$ cat src/fba_pkg.sv
// Shared types, codes and constants of the frame bitmap allocator.
package fba_pkg;

  localparam int FRAME_W   = 12;
  localparam int FUNC_W    = 2;
  localparam int STATUS_W  = 2;
  localparam int COUNT_W   = 13;
  localparam int BASE_W    = COUNT_W + 1;

  localparam int MAX_FRAMES_DEF = 4096;
  localparam int WORD_BITS_DEF  = 32;
  localparam int RESULT_REACH   = 4096;

  localparam logic [COUNT_W-1:0] COUNT_RESET = COUNT_W'(4096);

  localparam logic [FUNC_W-1:0] FUNC_ALLOC = 2'd0;
  localparam logic [FUNC_W-1:0] FUNC_FREE  = 2'd1;
  localparam logic [FUNC_W-1:0] FUNC_MARK  = 2'd2;
  localparam logic [FUNC_W-1:0] FUNC_TEST  = 2'd3;

  localparam logic [STATUS_W-1:0] STAT_DONE   = 2'd0;
  localparam logic [STATUS_W-1:0] STAT_NOFREE = 2'd1;
  localparam logic [STATUS_W-1:0] STAT_SKIP   = 2'd2;

  typedef enum logic [2:0] {
    ST_CLEAR,
    ST_IDLE,
    ST_DIV,
    ST_REM,
    ST_APPLY,
    ST_SCAN,
    ST_PUT
  } state_t;

  typedef struct packed {
    logic [FRAME_W-1:0]  frame;
    logic [STATUS_W-1:0] status;
    logic                used;
    logic                present;
    logic                rw;
    logic                user;
  } result_t;

endpackage

$ cat src/fba_map.sv
// Used/free bitmap memory: one write port, one registered read port.
module fba_map #(
  parameter int WORD_BITS = fba_pkg::WORD_BITS_DEF,
  parameter int DEPTH     = 128,
  parameter int AW        = 7
) (
  input  logic                 clk,
  input  logic                 we,
  input  logic [AW-1:0]        waddr,
  input  logic [WORD_BITS-1:0] wdata,
  input  logic                 re,
  input  logic [AW-1:0]        raddr,
  output logic [WORD_BITS-1:0] rdata
);

  logic [WORD_BITS-1:0] mem [DEPTH];

  always_ff @(posedge clk) begin
    if (we) begin
      mem[waddr] <= wdata;
    end
  end

  always_ff @(posedge clk) begin
    if (re) begin
      rdata <= mem[raddr];
    end
  end

endmodule

$ cat config.mk
export PLATFORM = sky130hd
export DESIGN_NAME = fba_map
export DESIGN_NICKNAME = d
export VERILOG_FILES = /design/src/fba_pkg.sv /design/src/fba_map.sv
export SDC_FILE = /design/constraint.sdc
export NUM_CORES = 2
export LEC_CHECK = 0
export BUFFER_PORTS_ARGS = -buffer_cell sky130_fd_sc_hd__buf_2
export CAP_MARGIN = 30
export CORE_ASPECT_RATIO = 1.75
export CORE_UTILIZATION = 35
export CTS_CLUSTER_SIZE = 14
export DETAILED_ROUTE_END_ITERATION = 12
export SLEW_MARGIN = 15
export SYNTH_ARGS = -nofsm -noshare
export SYNTH_HDL_FRONTEND = slang
export SYNTH_SLANG_ARGS = --single-unit
$ cat constraint.sdc
create_clock -name clk -period 3.42 [get_ports clk]
set_clock_uncertainty 0.2 [all_clocks]
set_input_delay 0.171 -clock clk [delete_from_list [all_inputs] [get_ports clk]]
set_output_delay 0.171 -clock clk [all_outputs]
set_load 0.02 [all_outputs]
==> key figures <==
Setup path
  • Kind of capture point of the worst setup path: register
  • Worst path arrival time: 3750 ps
  • Worst setup SP type: register
  • R2R setup slack: 170 ps
  • R2r worst-path depth: 5
  • Critical path startpoint: mem[114][31]$_DFFE_PP_
  • Kind of critical path: reg2reg
  • Data required, critical path: between 3000 and 4000 ps
  • Critical R2R Launch: mem[114][31]$_DFFE_PP_
  • Capturing instance or port of the critical path: rdata[31]$_DFFE_PP_
  • R2R Path End: rdata[31]$_DFFE_PP_
  • CP max FO: 1

Floorplanning
  • Core ar.: 445000 µm²
  • Rows: 324
  • Floorplan die width: 508 µm
  • Full die area: between 400000 and 500000 µm²
  • Number of top-level pins: 81
  • Die Height: 887 µm
  • Effective utilization at floorplan: 35.2%

Layout
  • Syn-to-layout area delta: 16.2%
  • Layout net count: ~6700
  • Fraction of final layout cells with drive strength greater than 1: 36.5%
  • Final design utilization: 40.9%

Clocking
  • Post-cts repair resize count: 0
  • Clock tree from TritonCTS: built
  • Clock latency at the later pin of the worst-skew pair: between 900 and 1000 ps
  • Master cell of the clock root buffer: clkbuf_16
  • Clock sinks: 4128
  • Clock Pin Slew Worst Setup and Hold Paths: 70 ps
  • Post-CTS Setup Inserts: 0
  • TritonCTS buffer count: 351
  • Number of buffers between clock root and the deepest sink: 4
  • Number of levels the H-tree was split into: 5

Logic synthesis
  • Post-Syn Nets: roughly 6000
  • Share of the synthesized area in the top cell type: 79.2%
  • Yosys cell types: 16
  • Most used flip-flop cell after synthesis: edfxtp_1
  • Portion of the post-synthesis area used by sequential elements: 79.2%
  • Yosys top cell by area: edfxtp_1
  • Post-Synthesis Mean Instance Area: 26.1 µm²
  • Most common cell in the synthesized netlist: edfxtp_1
  • Mapped Cells: 5990
  • Post-synthesis async set-or-reset flop share: 0%
  • Leading post-synthesis cells by cell area: edfxtp_1 (79%), mux4_2 (19%), clkbuf_1 (0.44%)
  • Register bit count reported by yosys: between 4000 and 5000
  • Syn. warnings: 0
  • Netlist area before placement: 157000 µm²
  • Count of flip-flops with a built-in enable after synthesis: 4128
  • Most instantiated cells after synthesis: edfxtp_1 (4128), mux4_2 (1344), clkbuf_1 (182), nor2_1 (122), buf_2 (79)

Timing
  • Final worst setup slack: 171 ps
  • RSZ-0062 raised after global routing: false
  • Final slew viol count: 0
  • Final Hold Fails: 0
  • Number of setup violations in the final report: 0
  • Hold Worst Slack: between 40 and 50 ps
  • Max Freq: slightly above 0.3 GHz
  • Minimum clock period: 3250 ps
  • Fin crit share: 95.0%
  • Slew margin rel.: between 20% and 30%
  • Measured slew at the worst slew-check pin: 1080 ps

Global route
  • Global-route wire length before repair: 616000 µm
  • Number of global-route vias before repair: 74500
  • Pin count of the biggest net entering global routing: roughly 130
  • Total Routing Usage GR: between 15 and 20%
  • Number of antenna violations at the first check in global routing: 75
  • Global route total overflow: 0

Route
  • Via count: 71400
  • Post-detailed-route count of antenna-violating nets: 0
  • First-pass DRT Iterations: 5
  • Final routed wirelength across all metal layers: 448000 µm
  • Number of violations reported at the end of detailed-routing iteration 0: 8867
  • DRC Markers: 0
  • Average via count per standard cell: 5.54
  • Average wire length per cell after detail routing: 34.8 µm

Placement
  • Post-DP HPWL: 273000 µm
  • Worst slack, placed: -259 ps
  • Gpl congestion: 0.840
  • Quantity of I/O buffers inserted on ports: 80

Power
  • Power Total: 99000 µW
  • Cell Pwr Density: about 540 nW/µm²
  • Peak supply drop: 0.000420 V
  • Cell leakage power: roughly 0.055 µW

Worst hold path
  • Worst min-delay path category: in2reg

Run status
  • Status: completed

Job
  • MaxCap Viol Count: 0
report_power, final:
part           internal, µW  switching (µW)  total, µW  leakage [µW]
clock network         19200           17500      36700       0.00475
registers             55900             176      56100        0.0371
logic                  2470            3750       6220        0.0130
total                 77600           21500      99000        0.0548
what timing repair did:
item	CTS	global route
hold buffers	54	0
endpoints found under the setup margin	0	0
hold endpoints to repair	4878	0
cell families (layout without fill, tap and decap cells):
logic type	Yosys count	in the layout	synth area share [%]
simple gates	170	170	0.445
other cells	0	212	0
flops	4128	4128	79.2
mux	1376	1376	19.6
buf+inv	316	1139	0.837
critical path, stage by stage (launching register included):
cell	delay, ps
edfxtp_1	380
mux4_2	490
mux4_2	650
mux4_2	500
dlygate4sd3_1	560
mux2_2	270
stage by stage:
stage | TNS, ps | instances | area [µm²]
after global placement | -2830 | 12100 | 171000
after CTS | 0 | 12700 | 181000
after detailed placement | -3110 | 12100 | 171000
final | 0 | 12900 | 182000
after floorplan | -17040 | 5990 | 157000
after global routing | 0 | 12900 | 182000
area by class of cell:
cell class | count | area, µm²
Timing Repair Buffer | 639 | 8100
Sequential cell | 4128 | 124000
Tap cell | 5868 | 7340
Clock buffer | 435 | 9250
Multi-Input combinational cell | 1546 | 32300
Antenna cell | 212 | 531
Clock inverter | 65 | 498
Fill cell | 38000 | 263000
registers in the layout, indices dropped and copies added (netlist names):
register / cells
mem: 4096
rdata: 32
routing by layer:
| metal | part of all wire (%) | global-route usage, % | routed length, µm |
|---|---|---|---|
| met5 | 0.020 | 0 | 88 |
| met4 | 6.0 | 11.0 | 26800 |
| met3 | 6.2 | 2.17 | 28000 |
| met2 | 54 | 36.3 | 241000 |
| met1 | 34 | 22.7 | 153000 |
how the worst min path moves through the flow:
| stage | startpoint | end | slack [ps] | depth (start not counted) |
|---|---|---|---|---|
| detailed placement | wdata[24] | mem[112][24]$_DFFE_PP_ | 400 | 1 |
| global route | wdata[28] | mem[78][28]$_DFFE_PP_ | 40 | 2 |
| global placement | wdata[24] | mem[116][24]$_DFFE_PP_ | 400 | 1 |
| floorplan | wdata[0] | mem[0][0]$_DFFE_PP_ | 70 | 0 |
| CTS | wdata[3] | mem[63][3]$_DFFE_PP_ | 30 | 2 |
| finish | wdata[28] | mem[75][28]$_DFFE_PP_ | 50 | 2 |
cells in the final DEF, fill, tap and decap left out, types with 4 or more instances in the layout:
| master | Yosys | final |
|---|---|---|
| clkinv_8 | 0 | 7 |
| dlygate4sd3_1 | 0 | 54 |
| nand2_1 | 14 | 11 |
| clkbuf_1 | 182 | 77 |
| edfxtp_1 | 4128 | 4128 |
| mux4_2 | 1344 | 1344 |
| buf_12 | 0 | 255 |
| nand3_1 | 12 | 8 |
| buf_2 | 79 | 42 |
| nor2_4 | 0 | 119 |
| buf_4 | 3 | 282 |
| nor3_4 | 0 | 6 |
| diode_2 | 0 | 212 |
| clkbuf_16 | 0 | 358 |
| nand3_2 | 0 | 4 |
| clkinv_2 | 0 | 12 |
| mux2_2 | 32 | 32 |
| nor2b_1 | 7 | 7 |
| clkinv_1 | 0 | 33 |
| inv_6 | 0 | 7 |
Power figures use the tool's default switching activity.
