$ cat config.mk
export PLATFORM = sky130hd
export DESIGN_NAME = fba_pick
export DESIGN_NICKNAME = d
export VERILOG_FILES = /design/src/fba_pkg.sv /design/src/fba_pick.sv
export SDC_FILE = /design/constraint.sdc
export NUM_CORES = 1
export LEC_CHECK = 0
export BUFFER_PORTS_ARGS = -buffer_cell sky130_fd_sc_hd__buf_2
export CAP_MARGIN = 20
export CORE_AREA = 4 4 66 68
export DETAILED_ROUTE_END_ITERATION = 8
export DIE_AREA = 0 0 70 72
export PLACE_DENSITY_LB_ADDON = 0.3
export SYNTH_ARGS = -nofsm -noshare
export SYNTH_HDL_FRONTEND = slang
export SYNTH_SLANG_ARGS = --single-unit
export TNS_END_PERCENT = 5
$ cat constraint.sdc
create_clock -name vclk -period 4.9
set_clock_uncertainty 0.2 [all_clocks]
set_input_delay 0.98 -clock vclk [all_inputs]
set_output_delay 0.98 -clock vclk [all_outputs]
set_load 0.02 [all_outputs]
$ cat src/fba_pkg.sv
// Shared types, codes and constants of the frame bitmap allocator.
package fba_pkg;

  localparam int FRAME_W   = 12;
  localparam int FUNC_W    = 2;
  localparam int STATUS_W  = 2;
  localparam int COUNT_W   = 13;
  localparam int BASE_W    = COUNT_W + 1;

  localparam int MAX_FRAMES_DEF = 4096;
  localparam int WORD_BITS_DEF  = 32;
  localparam int RESULT_REACH   = 4096;

  localparam logic [COUNT_W-1:0] COUNT_RESET = COUNT_W'(4096);

  localparam logic [FUNC_W-1:0] FUNC_ALLOC = 2'd0;
  localparam logic [FUNC_W-1:0] FUNC_FREE  = 2'd1;
  localparam logic [FUNC_W-1:0] FUNC_MARK  = 2'd2;
  localparam logic [FUNC_W-1:0] FUNC_TEST  = 2'd3;

  localparam logic [STATUS_W-1:0] STAT_DONE   = 2'd0;
  localparam logic [STATUS_W-1:0] STAT_NOFREE = 2'd1;
  localparam logic [STATUS_W-1:0] STAT_SKIP   = 2'd2;

  typedef enum logic [2:0] {
    ST_CLEAR,
    ST_IDLE,
    ST_DIV,
    ST_REM,
    ST_APPLY,
    ST_SCAN,
    ST_PUT
  } state_t;

  typedef struct packed {
    logic [FRAME_W-1:0]  frame;
    logic [STATUS_W-1:0] status;
    logic                used;
    logic                present;
    logic                rw;
    logic                user;
  } result_t;

endpackage

$ cat src/fba_pick.sv
// Lowest free bit of one bitmap word, limited to the frames still in range.
module fba_pick #(
  parameter int WORD_BITS = fba_pkg::WORD_BITS_DEF,
  parameter int BW        = 5
) (
  input  logic [WORD_BITS-1:0]       word,
  input  logic [fba_pkg::COUNT_W-1:0] remaining,
  output logic                        found,
  output logic [BW-1:0]               idx,
  output logic [WORD_BITS-1:0]        set_word
);

  localparam int CW = fba_pkg::COUNT_W;

  always_comb begin
    found = 1'b0;
    idx   = '0;
    for (int b = WORD_BITS - 1; b >= 0; b--) begin
      if (!word[b] && (CW'(b) < remaining)) begin
        found = 1'b1;
        idx   = BW'(b);
      end
    end
  end

  assign set_word = word | (WORD_BITS'(1) << idx);

endmodule

==> results_dict.tcl, run 1 <==
set metrics [dict create \
    vias 2735 \
    gp_congestion 0.982 \
    period_minus_slack_ns 4.96 \
    final_util_pct 73.3 \
    violations "negative setup slack" \
    crit_top_cell "buf_2" \
    place_inst 423 \
    grt_overflow_total 0 \
    die_y_um 72 \
    hold_viol_final 0 \
    synthSimpleGateAreaFrac_pct 25.2 \
    postRouteAntennaNets 0 \
    start_util_pct 47.5 \
    syn_inst 253 \
    cts_hold_buffers 0 \
    p_comb_share_pct 100.0 \
    vdd_drop_max_mv 0.0480 \
    dp_hpwl_um 6410 \
    drive_gt1_share_pct 52.1 \
    seq_area_frac_synth_pct 0 \
    synthAdderAreaFrac_pct 0 \
    dp_slack_ns -0.190 \
    maxCapViolCount 0 \
    drt_pass1_iterations 5 \
    drc 0 \
    fin_tns_setup_ns -0.263 \
    port_buffers 82 \
    postLayoutSetupSlackWorst_ns -0.0569 \
    grt_pass1_vias 2560 \
    worst_pin_slew_ns 0.899 \
    path_cells "buf_2 > or4_1 > buf_6 > a211o_1 > a21o_1 > or4b_4 > o41ai_4 > o21ai_1 > o31ai_1 > buf_2" \
    final_common_cell "buf_2" \
    rows 23 \
    fin_nets 423 \
    p_int_mw 0.0856 \
    critPathKind "in2out" \
    final_cells 426 \
    vias_per_cell 6.42 \
    fillers 304 \
    slowest_stage "or4b_4" \
    syn_area_per_cell_um2 7.24 \
    slowest_delay_ns 0.58 \
    clkbuf_count 0 \
    flops_and_latches 0 \
    synthesis.area_um2 1830 \
    wirelength_um 7840 \
    startpoint_type "input pin" \
    p_leak_nw 1.31 \
    antenna_found_initial 0 \
    n_antenna_cell 0 \
    yosys.area_share.xor_xnor_pct 0 \
    syn_nets 298 \
    status "finished, violations left" \
    final_cell_mix "buf_2, buf_4, inv_1" \
    crit_arrival_ns 3.78 \
    avgRoutedWirePerCell_um 18.4 \
    synth_top_family_by_area "compound AO/OA/AOI/OAI gates" \
    clkPwrFrac_pct 0 \
    required_ns 3.72 \
    register_area_um2 0 \
    grt_max_degree 19 \
    die_x_um 70 \
    drv_slew 0 \
    setup_viol 13 \
    crit_fanout 6 \
    power.switching_mw 0.124 \
    timing.critical_path.to_type "output port" \
    yosysWarnings 0 \
    relSlewSlack_pct 40.1 \
    area_growth_pct 54.4 \
    track_usage_pct 28.8 \
    synth_cell_types 73 \
    grt_pass1_wl_um 12200 \
    die_area_um2 5040 \
    worst_hold_slack_ns 2.10 \
    io_pins 83 \
    rsz0062_at_grt "true" \
    max_freq_mhz 202 \
    core_um2 3860 \
    p_sw_share_pct 59.1 \
    synth_compound_area_share_pct 61.4 \
    fin_crit_sh_pct 101 \
    muxShareOfSynthArea_pct 0 \
    p_seq_share_pct 0 \
    hp-class "in2out" \
    p_per_area_nw_per_um2 74.0 \
    drt_iter0_drc 302 \
]
-- per-layer routing --
| layer | part of all wire, % | wire (um) | global-route usage [%] | vias up |
|---|---|---|---|---|
| met2 | 49 | 3800 | 52.9 | 145 |
| met1 | 40 | 3160 | 35.8 | 1285 |
| met4 | 3.8 | 297 | 9.79 | 0 |
| li1 | - | - | - | 1277 |
| met5 | 0 | 0 | 0 | - |
| met3 | 7.3 | 576 | 1.94 | 28 |
-- final timing paths --
kind / slack [ns] / depth (start not counted) / from / endpoint
worst max-delay path: -0.06 / 10 / remaining[10] / set_word[5]
worst min-delay path: 2.10 / 4 / word[22] / set_word[22]
-- worst max-delay path: cells and delay by family --
family                 cells  cell delay [ns]
AOI/OAI and AO/OA          5             1.18
and+or+nand+nor            2             1.15
buffers and inverters      3             0.48
-- final cells by class --
cell class | count | area, um2 | share of cell area [%]
multi-input cells | 200 | 1700 | 60.0
repair buffers | 145 | 950 | 33.6
inverters | 31 | 119 | 4.21
well taps | 50 | 62.6 | 2.21
-- power groups by stage --
stage | Clock [mW] | Sequential [mW] | Combinational, mW
6_report | 0 | 0 | 0.209
3_5_place_dp | 0 | 0 | 0.194
5_1_grt | 0 | 0 | 0.223
4_1_cts | 0 | 0 | 0.200
2_1_floorplan | 0 | 0 | 0.109
3_3_place_gp | 0 | 0 | 0.192
-- cells in the mapped netlist (4+ instances only) --
cell | n | area (um2)
a41o_1 | 6 | 60.1
a21oi_1 | 16 | 80.1
o21ai_0 | 6 | 30.0
o21ai_1 | 6 | 30.0
inv_1 | 28 | 105
nand3_1 | 5 | 25.0
a211o_1 | 4 | 35.0
o2111ai_1 | 5 | 43.8
clkbuf_1 | 6 | 22.5
o31ai_1 | 11 | 82.6
buf_2 | 8 | 40.0
nand2_1 | 9 | 33.8
a41oi_1 | 7 | 61.3
nor2_1 | 11 | 41.3
a21o_1 | 5 | 37.5
nor3_1 | 4 | 20.0
o211ai_1 | 6 | 45.0
o31ai_2 | 16 | 200
buf_4 | 5 | 37.5
a31oi_1 | 6 | 37.5
nand4_1 | 6 | 37.5
-- kinds of logic after synthesis --
kind of cell | count (synthesis)
compound gates | 132
simple gates | 67
buf+inv | 53
other cells | 1
-- through the flow --
stage               total power, mW  cell area, um2
CTS                           0.200            2760
floorplan                     0.109            1830
global placement              0.192            2680
detailed placement            0.194            2680
finish                        0.209            2830
global route                  0.223            2830
-- timing repair --
item / CTS / global route
pin swaps: 6 / 2
buffers inserted: 2 / 0
endpoints found under the setup margin: 24 / 31
cloned: 0 / 1
gates resized for setup: 13 / 16
Note: power is estimated with default switching activity, not from simulation.
==> run 2, diff against run 1 <==
--- a/config.mk
+++ b/config.mk
@@ -7,9 +7,11 @@
 export LEC_CHECK = 0
 export BUFFER_PORTS_ARGS = -buffer_cell sky130_fd_sc_hd__buf_2
 export CAP_MARGIN = 20
-export CORE_AREA = 4 4 66 68
+export CELL_PAD_IN_SITES_DETAIL_PLACEMENT = 1
+export CELL_PAD_IN_SITES_GLOBAL_PLACEMENT = 1
+export CORE_AREA = 4 4 79 81
 export DETAILED_ROUTE_END_ITERATION = 8
-export DIE_AREA = 0 0 70 72
+export DIE_AREA = 0 0 83 85
 export PLACE_DENSITY_LB_ADDON = 0.3
 export SYNTH_ARGS = -nofsm -noshare
 export SYNTH_HDL_FRONTEND = slang
==> run 2 against run 1 <==
  * The flow still finishes with violations (negative setup slack)
  * Non-clock buffer count rose by 1
  * Setup slack got worse by 0.010 ns
  * Via count rose by 1.4%
  * Critical path depth did not move
  * Flip-flop and latch count did not move
  * Final cell count rose by 5.4%
  * Sequential share of layout area did not move
  * Clock-buffer cell count did not move
  * Largest cell class unchanged
  * Highest routed layer unchanged
==> results_dict.tcl, run 2 (same netlist as run 1, synthesis figures left out) <==
set metrics [dict create \
    status "finished, violations left" \
    violations "negative setup slack" \
    final_util_pct 54.1 \
    critPathKind "in2out" \
    grt_pass1_vias 2916 \
    p_per_area_nw_per_um2 75.8 \
    flops_and_latches 0 \
    dp_hpwl_um 7600 \
    setup_viol 9 \
    worst_hold_slack_ns 2.09 \
    port_buffers 82 \
    crit_arrival_ns 3.79 \
    area_growth_pct 61.8 \
    track_usage_pct 25.2 \
    hold_end "set_word[17]" \
    worst_pin_slew_ns 0.507 \
    wirelength_um 9660 \
    gp_congestion 0.886 \
    register_area_um2 0 \
    rsz0062_at_grt "true" \
    fin_crit_sh_pct 101 \
    timing.critical_path.to_type "output port" \
    final_cells 449 \
    n_antenna_cell 0 \
    fin_tns_setup_ns -0.214 \
    fin_nets 424 \
    io_pins 83 \
    vias 2773 \
    rows 27 \
    die_y_um 85 \
    vias_per_cell 6.18 \
    relSlewSlack_pct 65.3 \
    multiInputGateArea_um2 1760 \
    drv_slew 0 \
    dpl-instance-area_um2 2730 \
    grt_pass1_wl_um 14900 \
    crit_fanout 7 \
    max_freq_mhz 201 \
    vdd_drop_max_mv 0.0409 \
    maxCapViolCount 0 \
    die_x_um 83 \
    final_common_cell "buf_4" \
    min_from "word[17]" \
    antenna_found_initial 0 \
    drive_gt1_share_pct 56.0 \
    required_ns 3.72 \
    startpoint_type "input pin" \
    clkbuf_count 0 \
    hold_viol_final 0 \
    grt_max_degree 17 \
    grt_overflow_total 0 \
    start_util_pct 33.4 \
    fillers 709 \
    drc 0 \
    drt_pass1_iterations 5 \
    postLayoutSetupSlackWorst_ns -0.0670 \
    final_cell_mix "buf_4, buf_2, inv_1" \
    core_um2 5470 \
    p_leak_nw 1.34 \
    place_inst 448 \
    postRouteAntennaNets 0 \
    min_path_cells 3 \
    avgRoutedWirePerCell_um 21.5 \
    drt_iter0_drc 218 \
    hp-class "in2out" \
    period_minus_slack_ns 4.97 \
    die_area_um2 7060 \
    fin_area_um2 2960 \
]
-- run 2: cell type report --
| type | count | area share [%] |
|---|---|---|
| Tap cell | 72 | 3.04 |
| Timing Repair Buffer | 146 | 33.5 |
| Multi-Input combinational cell | 200 | 59.6 |
| Inverter | 31 | 3.93 |
-- run 2: per-stage QoR --
stage / power [mW] / setup slack [ns]
finish: 0.225 / -0.0670
global route: 0.238 / -0.165
CTS: 0.210 / -0.0450
detailed placement: 0.202 / -0.258
global placement: 0.197 / -0.147
floorplan: 0.109 / 0.0447
-- run 2: worst max path at each step --
stage / end / slack [ns] / depth (start not counted) / startpoint
2_1_floorplan: set_word[4] / 0.04 / 8 / remaining[10]
3_3_place_gp: set_word[25] / -0.15 / 10 / remaining[5]
3_5_place_dp: set_word[25] / -0.26 / 10 / remaining[5]
4_1_cts: set_word[4] / -0.05 / 10 / remaining[5]
5_1_grt: set_word[18] / -0.16 / 12 / remaining[10]
6_report: set_word[4] / -0.07 / 10 / remaining[5]
-- run 2: report_power, final --
group	switching (mW)	leakage [nW]	internal (mW)
logic	0.134	1.34	0.0902
clock network	0	0	0
registers	0	0	0
total	0.134	1.34	0.0902
-- run 2: critical path, stage by stage --
cell	delay (ns)
buf_2	0.10
or4_4	0.53
buf_6	0.16
a211o_1	0.30
a21o_1	0.19
or4b_4	0.57
o41ai_4	0.35
nand3_2	0.17
o31ai_1	0.22
buf_2	0.21
-- run 2: metal layers --
| layer | part of all wire (%) | up-vias | track usage, % | wire (um) |
|---|---|---|---|---|
| met1 | 40 | 1348 | 29.3 | 3820 |
| met3 | 5.2 | 30 | 2.82 | 500 |
| li1 | - | 1274 | - | - |
| met2 | 52 | 121 | 48.1 | 4980 |
| met4 | 3.7 | 0 | 7.58 | 353 |
| met5 | 0 | - | 0 | 0 |
-- run 2: timing repair --
action	4_1_cts	5_1_grt
hold buffers	0	0
buffers inserted	0	1
pin swaps	7	10
gates resized for setup	26	27
endpoints found under the setup margin	31	33
